$ cat src/rtl/gdd_pkg.sv
`default_nettype none
// ----------------------------------------------------------------------------
// gdd_pkg
// Shared types and constants for the draw-environment command decoder.
// ----------------------------------------------------------------------------
package gdd_pkg;

	// Opcodes in the top byte of a command word
	localparam logic [7:0] OPC_TPAGE   = 8'hE1;
	localparam logic [7:0] OPC_TWIN    = 8'hE2;
	localparam logic [7:0] OPC_AREA_TL = 8'hE3;
	localparam logic [7:0] OPC_AREA_BR = 8'hE4;
	localparam logic [7:0] OPC_OFFSET  = 8'hE5;

	// Texture window when both masks are zero (pass everything)
	localparam logic [31:0] TWIN_DEFAULT = 32'h0000_FFFF;

	// Last row of the displayed page, relative to its first row
	localparam logic [9:0] PAGE_LAST_ROW = 10'd239;

	// Default depth of the queue between decode and execute
	localparam int GDD_QUEUE_DEPTH = 4;

	// Classified command kind
	typedef enum logic [2:0] {
		CMD_NONE,
		CMD_TPAGE,
		CMD_TWIN,
		CMD_AREA_TL,
		CMD_AREA_BR,
		CMD_OFFSET
	} cmd_kind_t;

	// Decoded command as it travels through the queue
	typedef struct packed {
		cmd_kind_t   kind;
		logic [31:0] arg;
	} cmd_t;

endpackage : gdd_pkg
`default_nettype wire

$ cat src/rtl/gpu_draw_environment_decoder.sv
`default_nettype none
// ----------------------------------------------------------------------------
// gpu_draw_environment_decoder
// Decodes draw-environment commands E1..E5 and emits an environment
// snapshot after every command word.
//
// Input side is a queue write port: a word is taken on a clock edge with
// push high and full low. Result side is a queue read port: while empty is
// low the snapshot of the oldest word sits on the result ports, and it
// leaves on an edge with pop high. Every word, known opcode or not, yields
// exactly one snapshot.
// A pushed word is queued, then executed into the snapshot registers.
// Throughput is one word per cycle while the result side is draining.
// Decode is combinational. A queue of QUEUE_DEPTH decoded commands sits
// between decode and execute, so when the receiver stalls the block keeps
// accepting words until that queue fills, and then raises full.
// Reset clears the queue and snapshot slot and restores the environment
// defaults (pass-all texture window, page row zero). display_page_y is
// written with display_page_y_we by the user, only while the block is
// idle; the block itself does not enforce this.
// ----------------------------------------------------------------------------
module gpu_draw_environment_decoder
	import gdd_pkg::*;
#(
	parameter int QUEUE_DEPTH = GDD_QUEUE_DEPTH
) (
	input  wire logic          clk,
	input  wire logic          arst_n,
	input  wire logic          display_page_y_we,
	input  wire logic [8:0]    display_page_y,
	input  wire logic          push,
	output logic               full,
	input  wire logic [31:0]   command_word,
	output logic               empty,
	input  wire logic          pop,
	output logic [8:0]         texture_page,
	output logic [31:0]        texture_window,
	output logic [9:0]         clip_left,
	output logic [8:0]         clip_top,
	output logic signed [11:0] clip_width,
	output logic signed [9:0]  clip_height,
	output logic               clip_empty,
	output logic               clip_set,
	output logic signed [10:0] draw_offset_x,
	output logic signed [10:0] draw_offset_y
);

	logic q_wr;
	cmd_t q_wdata;
	logic q_full;
	logic q_rd;
	cmd_t q_rdata;
	logic q_empty;

	// Decode side
	gdd_front u_front (
		.push         (push),
		.full         (full),
		.command_word (command_word),
		.q_wr         (q_wr),
		.q_wdata      (q_wdata),
		.q_full       (q_full)
	);

	// Decoupling queue
	gdd_queue #(
		.DEPTH (QUEUE_DEPTH)
	) u_queue (
		.clk     (clk),
		.arst_n  (arst_n),
		.wr      (q_wr),
		.wdata   (q_wdata),
		.q_full  (q_full),
		.rd      (q_rd),
		.rdata   (q_rdata),
		.q_empty (q_empty)
	);

	// Execute side
	gdd_back u_back (
		.clk               (clk),
		.arst_n            (arst_n),
		.display_page_y_we (display_page_y_we),
		.display_page_y    (display_page_y),
		.q_rdata           (q_rdata),
		.q_empty           (q_empty),
		.q_rd              (q_rd),
		.empty             (empty),
		.pop               (pop),
		.texture_page      (texture_page),
		.texture_window    (texture_window),
		.clip_left         (clip_left),
		.clip_top          (clip_top),
		.clip_width        (clip_width),
		.clip_height       (clip_height),
		.clip_empty        (clip_empty),
		.clip_set          (clip_set),
		.draw_offset_x     (draw_offset_x),
		.draw_offset_y     (draw_offset_y)
	);

endmodule : gpu_draw_environment_decoder
`default_nettype wire

$ cat src/rtl/gdd_front.sv
`default_nettype none
// ----------------------------------------------------------------------------
// gdd_front
// Accepts command words, classifies the opcode and prepares the payload
// (texture window packing) before handing the beat to the command queue.
// ----------------------------------------------------------------------------
module gdd_front
	import gdd_pkg::*;
(
	input  wire logic        push,
	output logic             full,
	input  wire logic [31:0] command_word,
	output logic             q_wr,
	output cmd_t             q_wdata,
	input  wire logic        q_full
);

	logic [4:0]  mask_x;
	logic [4:0]  mask_y;
	logic [4:0]  off_x;
	logic [4:0]  off_y;
	logic [31:0] window;

	// Back-pressure comes straight from the queue
	assign full = q_full;
	assign q_wr = push && !q_full;

	// Pack the texture window: inverted masks, then masked offsets, all times eight
	always_comb begin
		mask_x = command_word[4:0];
		mask_y = command_word[9:5];
		off_x  = command_word[14:10];
		off_y  = command_word[19:15];
		if (mask_x == 5'd0 && mask_y == 5'd0) begin
			window = TWIN_DEFAULT;
		end else begin
			window = {(off_y & mask_y), 3'b000,
				(off_x & mask_x), 3'b000,
				~{mask_y, 3'b000},
				~{mask_x, 3'b000}};
		end
	end

	// Classify the opcode
	always_comb begin
		q_wdata.arg = command_word;
		unique case (command_word[31:24])
			OPC_TPAGE:   q_wdata.kind = CMD_TPAGE;
			OPC_TWIN: begin
				q_wdata.kind = CMD_TWIN;
				q_wdata.arg  = window;
			end
			OPC_AREA_TL: q_wdata.kind = CMD_AREA_TL;
			OPC_AREA_BR: q_wdata.kind = CMD_AREA_BR;
			OPC_OFFSET:  q_wdata.kind = CMD_OFFSET;
			default:     q_wdata.kind = CMD_NONE;
		endcase
	end

endmodule : gdd_front
`default_nettype wire

$ cat src/rtl/gdd_queue.sv
`default_nettype none
// ----------------------------------------------------------------------------
// gdd_queue
// Short first-in first-out queue of decoded commands between the decode
// and execute sides.
// ----------------------------------------------------------------------------
module gdd_queue
	import gdd_pkg::*;
#(
	parameter int DEPTH = GDD_QUEUE_DEPTH
) (
	input  wire logic clk,
	input  wire logic arst_n,
	input  wire logic wr,
	input  wire cmd_t wdata,
	output logic      q_full,
	input  wire logic rd,
	output cmd_t      rdata,
	output logic      q_empty
);

	localparam int PTR_W = (DEPTH > 1) ? $clog2(DEPTH) : 1;
	localparam int CNT_W = $clog2(DEPTH + 1);

	cmd_t             mem_q [DEPTH];
	logic [PTR_W-1:0] wr_ptr_q;
	logic [PTR_W-1:0] rd_ptr_q;
	logic [CNT_W-1:0] count_q;
	logic             do_wr;
	logic             do_rd;

	assign q_full  = (count_q == CNT_W'(DEPTH));
	assign q_empty = (count_q == '0);
	assign do_wr   = wr && !q_full;
	assign do_rd   = rd && !q_empty;
	assign rdata   = mem_q[rd_ptr_q];

	// Store an incoming beat
	always_ff @(posedge clk) begin
		if (do_wr) begin
			mem_q[wr_ptr_q] <= wdata;
		end
	end

	// Advance pointers and occupancy
	always_ff @(posedge clk or negedge arst_n) begin
		if (!arst_n) begin
			wr_ptr_q <= '0;
			rd_ptr_q <= '0;
			count_q  <= '0;
		end else begin
			if (do_wr) begin
				wr_ptr_q <= (wr_ptr_q == PTR_W'(DEPTH - 1)) ? '0 : wr_ptr_q + 1'b1;
			end
			if (do_rd) begin
				rd_ptr_q <= (rd_ptr_q == PTR_W'(DEPTH - 1)) ? '0 : rd_ptr_q + 1'b1;
			end
			if (do_wr && !do_rd) begin
				count_q <= count_q + 1'b1;
			end else if (do_rd && !do_wr) begin
				count_q <= count_q - 1'b1;
			end
		end
	end

endmodule : gdd_queue
`default_nettype wire

$ cat src/rtl/gdd_back.sv
`default_nettype none
// ----------------------------------------------------------------------------
// gdd_back
// Executes decoded commands against the environment state and holds the
// snapshot for the result side until it is taken.
// ----------------------------------------------------------------------------
module gdd_back
	import gdd_pkg::*;
(
	input  wire logic               clk,
	input  wire logic               arst_n,
	input  wire logic               display_page_y_we,
	input  wire logic [8:0]         display_page_y,
	input  wire cmd_t               q_rdata,
	input  wire logic               q_empty,
	output logic                    q_rd,
	output logic                    empty,
	input  wire logic               pop,
	output logic [8:0]              texture_page,
	output logic [31:0]             texture_window,
	output logic [9:0]              clip_left,
	output logic [8:0]              clip_top,
	output logic signed [11:0]      clip_width,
	output logic signed [9:0]       clip_height,
	output logic                    clip_empty,
	output logic                    clip_set,
	output logic signed [10:0]      draw_offset_x,
	output logic signed [10:0]      draw_offset_y
);

	logic        out_valid_q;
	logic [8:0]  page_y_q;
	logic [8:0]  page_bits_q;
	logic [31:0] window_q;
	logic [9:0]  area_left_q;
	logic [8:0]  area_top_q;
	logic [8:0]  rel_top_q;
	logic [11:0] width_q;
	logic [9:0]  height_q;
	logic        area_empty_q;
	logic        area_defined_q;
	logic [10:0] shift_x_q;
	logic [10:0] shift_y_q;

	logic        take;
	logic [8:0]  top;
	logic [9:0]  bot_limit;
	logic [9:0]  bot_clamped;
	logic [11:0] new_width;
	logic [10:0] new_height;
	logic        new_empty;

	// Execute when a command waits and the snapshot slot is free or leaving
	assign take  = !q_empty && (!out_valid_q || pop);
	assign q_rd  = take;
	assign empty = !out_valid_q;

	// Bottom-right corner: clamp to the page and size the area
	always_comb begin
		top         = (area_top_q > page_y_q) ? area_top_q : page_y_q;
		bot_limit   = {1'b0, page_y_q} + PAGE_LAST_ROW;
		bot_clamped = ({1'b0, q_rdata.arg[18:10]} > bot_limit) ?
			bot_limit : {1'b0, q_rdata.arg[18:10]};
		new_width   = {2'b00, q_rdata.arg[9:0]} - {2'b00, area_left_q} + 12'd1;
		new_height  = {1'b0, bot_clamped} - {2'b00, top} + 11'd1;
		new_empty   = new_width[11] || (new_width == 12'd0) ||
			new_height[10] || (new_height == 11'd0);
	end

	// Snapshot slot occupancy
	always_ff @(posedge clk or negedge arst_n) begin
		if (!arst_n) begin
			out_valid_q <= 1'b0;
		end else if (take) begin
			out_valid_q <= 1'b1;
		end else if (pop) begin
			out_valid_q <= 1'b0;
		end
	end

	// Environment state
	always_ff @(posedge clk or negedge arst_n) begin
		if (!arst_n) begin
			page_y_q       <= '0;
			page_bits_q    <= '0;
			window_q       <= TWIN_DEFAULT;
			area_left_q    <= '0;
			area_top_q     <= '0;
			rel_top_q      <= '0;
			width_q        <= '0;
			height_q       <= '0;
			area_empty_q   <= 1'b0;
			area_defined_q <= 1'b0;
			shift_x_q      <= '0;
			shift_y_q      <= '0;
		end else begin
			// Page register; the area top follows it until a top-left corner arrives
			if (display_page_y_we) begin
				page_y_q <= display_page_y;
				if (!area_defined_q) begin
					area_top_q <= display_page_y;
				end
			end
			if (take) begin
				unique case (q_rdata.kind)
					CMD_TPAGE: begin
						page_bits_q <= q_rdata.arg[8:0];
					end
					CMD_TWIN: begin
						window_q <= q_rdata.arg;
					end
					CMD_AREA_TL: begin
						area_left_q    <= q_rdata.arg[9:0];
						area_top_q     <= q_rdata.arg[18:10];
						area_defined_q <= 1'b1;
					end
					CMD_AREA_BR: begin
						width_q      <= new_width;
						height_q     <= new_height[9:0];
						rel_top_q    <= top - page_y_q;
						area_empty_q <= new_empty;
					end
					CMD_OFFSET: begin
						shift_x_q <= q_rdata.arg[10:0];
						shift_y_q <= q_rdata.arg[21:11];
					end
					default: begin
					end
				endcase
			end
		end
	end

	// The state only moves when a snapshot is loaded, so it is the snapshot
	assign texture_page   = page_bits_q;
	assign texture_window = window_q;
	assign clip_left      = area_left_q;
	assign clip_top       = rel_top_q;
	assign clip_width     = $signed(width_q);
	assign clip_height    = $signed(height_q);
	assign clip_empty     = area_empty_q;
	assign clip_set       = area_defined_q;
	assign draw_offset_x  = $signed(shift_x_q);
	assign draw_offset_y  = $signed(shift_y_q);

endmodule : gdd_back
`default_nettype wire

$ cat config.mk
export PLATFORM = sky130hd
export DESIGN_NAME = gpu_draw_environment_decoder
export DESIGN_NICKNAME = d
export VERILOG_FILES = /design/src/rtl/gdd_pkg.sv /design/src/rtl/gpu_draw_environment_decoder.sv /design/src/rtl/gdd_front.sv /design/src/rtl/gdd_queue.sv /design/src/rtl/gdd_back.sv
export SDC_FILE = /design/constraint.sdc
export NUM_CORES = 1
export LEC_CHECK = 0
export BUFFER_PORTS_ARGS = -buffer_cell sky130_fd_sc_hd__buf_2
export CORE_ASPECT_RATIO = 1.1
export CORE_MARGIN = 1
export CORE_UTILIZATION = 57
export DETAILED_ROUTE_END_ITERATION = 8
export PLACE_DENSITY = 0.79
export SETUP_SLACK_MARGIN = 0.05
export SLEW_MARGIN = 25
export SYNTH_ARGS = -nofsm -noshare
export SYNTH_HDL_FRONTEND = slang
export SYNTH_SLANG_ARGS = --single-unit
$ cat constraint.sdc
create_clock -name clk -period 9.2 [get_ports clk]
set_input_delay 1.38 -clock clk [delete_from_list [all_inputs] [get_ports clk]]
set_output_delay 1.38 -clock clk [all_outputs]
set_load 0.005 [all_outputs]
Word-level counts from Yosys, hierarchy flattened
Memory sizes are Yosys's and may differ from the RTL's.
Cells that the tools add are included.
Widths: inputs -> output; s select.

word-level totals
  register bits after elaboration = 132
  output and inout bits = 108
  memories kept = 1
  memory bits (writable) = 140

cells by class
  bitwise gates (word level) = 4
  equal/unequal tests = 13
  multiplexer cells = 17
  add/subtract/negate cells = 10
  reduce and logical (&&, ||, !) cells = 28
  $lt $le $gt $ge = 2

memory list
  memory         words  width  read ports  clocked after memory_dff  wr ports  line             source
  u_queue.mem_q  4      35     1           0                         1         gdd_queue.sv:25  cmd_t mem_q [DEPTH];

operator list
  operator               count
  $mux 32                2
  $mux 9                 5
  $eq 8x8->1 const B     5
  $not 8->8              2
  $pmux 3 s5             1
  $add 12x1->12 const B  1
  $logic_not 12->1       1
  $add 11x1->11 const B  1
  $logic_not 11->1       1
  $sub 10x10->11         1
  $sub 10x9->11          1
  $add 9x8->10 const B   1
  $and 5x5->5            2
  $gt 9x10->1            1
  $logic_not 5->1        2
  $mux 10                1
  $reduce_and 2->1       5
  $eq 3x3->1 const B     3
  $gt 9x9->1             1
  $sub 9x9->9            1
  $logic_and 1x1->1      7
  $eq 3x2->1 const B     2
  $mux 3                 2
  $logic_not 1->1        5
  other kinds (10)       20

Longest topological paths before layout
  word-level depth = 8
  depth in mapped cells = 27
  gate-level depth less buffers = 27

Hierarchy
From an unflattened synthesis, not the netlist that was laid out.

second synthesis, totals
  cell total of the unflattened synthesis = 934
  area, all modules = 13046.3 um^2

modules (own cells, without submodules)
  module     cells an instance  area each (um^2)  instances
  gdd_back   644                7025.5            1
  gdd_queue  220                5555.3            1
  gdd_front  70                 465.4             1

Worst setup path after synthesis
Ideal clock, no wire load.

  kind = reg2reg
  start = reg u_queue.rd_ptr_q[0]
  end = reg u_back.area_empty_q (netlist: u_back.clip_empty)
  cell stages (with the launch flop) = 25
  data arrival time = 5429 ps
  required time = 9120 ps
  library setup time = 80 ps
  slack = 3691 ps
  path buffers = 2
  path through = dfrtp_1 buf_4 buf_2 mux4_2 ha_1 a21oi_1 nor2b_1 o21ai_0 o211ai_1 a21o_1 a21o_1 a21oi_1 a221oi_4 mux2_2 ha_1 fa_1 a211oi_1 nor3b_1 o21ai_1 nor2b_1 xnor2_1 or4_1 o22ai_1 a21oi_1 o211ai_2

RTL lines
  item                    line             source
  from (decl)             gdd_queue.sv:27  logic [PTR_W-1:0] rd_ptr_q;
  from (signal assigned)  gdd_queue.sv:56  rd_ptr_q <= (rd_ptr_q == PTR_W'(DEPTH - 1)) ? '0 : rd_ptr_q + 1'b1;
  to (signal assigned)    gdd_back.sv:121  area_empty_q <= new_empty;
  to (decl)               gdd_back.sv:40   logic area_empty_q;

==> summary.md <==
| Metric | Value |
|---|---|
| Core Util, Final | `approximately two thirds` |
| Final slew viol count | `0` |
| Postcts setup bufs | `0` |
| Die ar. | `23100 um2` |
| Crit-path cells | `buf_4, mux4_2, ha_1, nand4_1, o211ai_1, a21o_1, a21o_1, a21oi_1, a221oi_4, mux2_2, ha_1, fa_1, a211oi_1, nor3b_1, o21ai_1, nor2b_1, xnor2_1, or4_1, o22ai_1, a21oi_1, o211ai_2` |
| Post-Syn Area | `12800 um2` |
| Diode count | `0` |
| Avg Cell Area, Syn | `13.5 um2` |
| Vias in the first global route | `8213` |
| CP endpoint kind | `flop` |
| Max Cap Viol | `0` |
| Post-synth top area cell | `edfxtp_1` |
| Hold Buf Count CTS | `0` |
| Core Area | `22000 um2` |
| Slew @ Worst Pin | `908 ps` |
| Critical path data arrival time | `approximately 6600 ps` |
| TritonCTS buffer count | `27` |
| Setup WS post-layout | `3040 ps` |
| Total congestion overflow | `0` |
| Initial cell density of the core | `58.1%` |
| Clk slew on worst S/H paths | `roughly 60 ps` |
| Share of post-route cells with drive strength above 1 | `approximately 31%` |
| VDD IR max | `~190 uV` |
| Root buf cell | `clkbuf_16` |
| Met1 wire length | `around 12 mm` |
| Max layer used | `met4` |
| TritonCTS clock tree | `built` |
| Top post-synthesis cells by area | `edfxtp_1, dfrtp_1, ha_1` |
| P&R area growth vs syn | `15.8%` |
| DR vias/cell | `roughly 5.6` |
| Outcome | `completed` |
| Initial antenna violation count | `0` |
| CP bufs+invs | `1` |
| Endpoints failing hold | `0` |
| Standard-cell rows | `57` |
| Rel. slew slack | `approximately two fifths` |
| RD Place Congestion | `0.905` |
| Worst Hold Class | `reg -> reg` |
| 1st-iter DRT viols | `535` |
| DR WL/cell | `18.9 um` |
| Cell count after synthesis | `950` |
| Port buffer count | `153` |
| Max FO, Critical Path | `23` |
| H-tree lvl count | `1` |
| I/O Pins | `154` |
| CP max stage delay | `between 800 and 900 ps` |
| Fmax | `0.162 GHz` |
| Ys flop type | `edfxtp_1` |
| EDFF count, synth | `between 100 and 150` |
| Post_cts resized | `0` |
| Critical path's slowest cell | `dfrtp_1` |
| Nets@finish | `between 1000 and 1500` |
| Routed wl met3 | `1.56 mm` |
| DRT Pass-1 Iters | `5` |
| FF+latch count, synth | `272` |
| Die height | `159 um` |
| Ys async rst share | `48.5%` |
| Non-filler instance count after layout | `about 1400` |
| Setup TNS | `0 ps` |
| Final ANT Viol Nets | `0` |
| Yosys warnings | `0` |
| Min cycle time layout | `approximately 6200 ps` |
| Post-synth top area share | `between 30 and 40%` |
| Post-DP HPWL | `19.0 mm` |
| Clock latency on the worst-skew pair | `540 ps` |
| DRC violations left | `0` |
| Leakage | `6.37 nW` |
| Via Count | `8038` |
| Crit path kind | `reg -> reg` |
| Max Root-Sink Buffers | `3` |
| Met2 WL | `about 13 mm` |
| Pre-CTS setup slack | `between 3000 and 4000 ps` |
| Worst path top cell family by delay | `compound AO/OA/AOI/OAI gates` |
| Final Setup Violations | `0` |
| Largest net degree at the start of global routing | `73` |
| Global-route wire length before repair | `43.5 mm` |
| Placed Cells | `1376` |
| Syn Nets | `between 1000 and 1500` |
| # clock sinks | `272` |
| GRT Util Overall | `24.1%` |
| Power Density | `391 nW/um2` |
| Number of fill cells | `1586` |
| Total routed wirelength | `27.0 mm` |
| Register area share after synthesis | `between 50% and 60%` |
| Unique cell type count in the Yosys netlist | `between 60 and 70` |
| CP startpoint kind | `flop` |
| Final period util | `about two thirds` |
| Worst EP required | `between 9000 and 10000 ps` |
| Die Width | `145 um` |
| Setup repair after global routing missed its margin | `false` |
| Fin Clk Skew | `about 28 ps` |
worst reg2reg max path, stage by stage (launching register included):
cell	delay, ps
dfrtp_1	820
buf_4	450
mux4_2	430
ha_1	330
nand4_1	120
o211ai_1	210
a21o_1	140
a21o_1	100
a21oi_1	90
a221oi_4	480
mux2_2	410
ha_1	330
fa_1	480
a211oi_1	290
nor3b_1	100
o21ai_1	160
nor2b_1	180
xnor2_1	90
or4_1	470
o22ai_1	170
a21oi_1	70
o211ai_2	150
cell usage in the layout (no fill, tap or decap), types with 7 or more instances in the layout:
cell,netlist,routed
clkinv_2,0,8
nand2_1,116,116
nand3_1,12,12
xnor2_1,22,22
mux2_1,12,12
nor2b_1,10,9
buf_4,2,11
a21o_1,13,13
mux2i_1,25,25
edfxtp_1,140,140
clkbuf_16,0,28
dfstp_2,16,16
dfrtp_1,116,115
o21ai_1,19,19
and3_1,7,7
mux2_2,68,68
nor2_1,37,36
a21oi_1,24,24
inv_1,44,44
and2_1,11,11
mux4_2,34,34
ha_1,62,62
xor2_1,15,15
nand2b_1,11,11
buf_2,8,152
o21ai_0,34,34
power by group:
part / internal [mW] / leakage (nW) / switching (mW)
registers: 1.71 / 2.86 / 0.240
clock network: 0.633 / 0.435 / 0.460
logic: 1.28 / 3.07 / 1.47
layout make-up:
cell class | instances | area [um2] | share of cell area [%]
tap | 295 | 369 | 2.49
sequential | 272 | 7530 | 50.8
clock inverter | 16 | 148 | 0.995
timing repair buffer | 166 | 897 | 6.05
multi-input combinational | 599 | 4980 | 33.6
clock buffer | 33 | 743 | 5.01
inverter | 44 | 165 | 1.11
through the flow:
| stage | instance area (um2) | hold WS [ps] | power [mW] |
|---|---|---|---|
| global placement | 13900 | 454 | 4.63 |
| finish | 14800 | 476 | 5.79 |
| floorplan | 12800 | 454 | 3.92 |
| detailed placement | 13900 | 461 | 4.73 |
| global route | 14800 | 498 | 6.23 |
| CTS | 14800 | 476 | 5.84 |
routing by layer:
metal	vias to the layer above	GRT usage, %
li1	3767	-
met1	3945	32.4
met2	270	40.2
met3	56	3.64
met4	0	8.08
met5	-	0
state kept, by name, indices dropped and copies added, names as in the netlist:
signal and flops:
u_back.area_top_q 9, u_back.page_y_q 9, u_queue.wr_ptr_q 2, u_back.clip_top 9, u_queue.mem_q 140, u_back.clip_set 1
u_back.draw_offset_y 11, u_queue.rd_ptr_q 2, u_back.clip_left 10, u_back.out_valid_q 1, u_back.clip_width 12, u_queue.count_q 3
u_back.clip_height 10, u_back.draw_offset_x 11, u_back.texture_window 32, u_back.texture_page 9, u_back.clip_empty 1
synthesized netlist by cell type (all sizes together) (10+ instances only):
master,number
a21o,13
a21oi,24
and2,11
buf,14
clkbuf,21
dfrtp,116
dfstp,16
edfxtp,140
ha,62
inv,44
mux2,80
mux2i,25
mux4,34
nand2,116
nand2b,11
nand3,12
nor2,38
nor2b,10
o21ai,53
xnor2,22
xor2,15
path summary, 6_finish.rpt:
check	slack [ps]	startpoint	end	depth (start not counted)
setup reg to reg	3040	u_queue.rd_ptr_q[1]	u_back.clip_empty	21
setup / recovery	3040	u_queue.rd_ptr_q[1]	u_back.clip_empty	21
min in group asynchronous	850	arst_n	u_back.clip_left[1]	1
hold / removal	480	u_back.clip_height[9]	u_back.clip_height[9]	2
max in group asynchronous	7040	arst_n	u_back.draw_offset_y[9]	2
hold reg to reg	480	u_back.clip_height[9]	u_back.clip_height[9]	2
logic make-up after synthesis:
logic type,count (synthesis),synth area share [%]
AO/OA/AOI/OAI,120,5.91
adder cells (fa/ha/maj),66,6.68
XOR/XNOR,37,2.53
flip-flops,272,58.7
buffers and inverters,79,2.45
multiplexers,139,15.0
AND/OR/NAND/NOR,236,8.70
other,1,0.0293
Power figures use the tool's default switching activity.
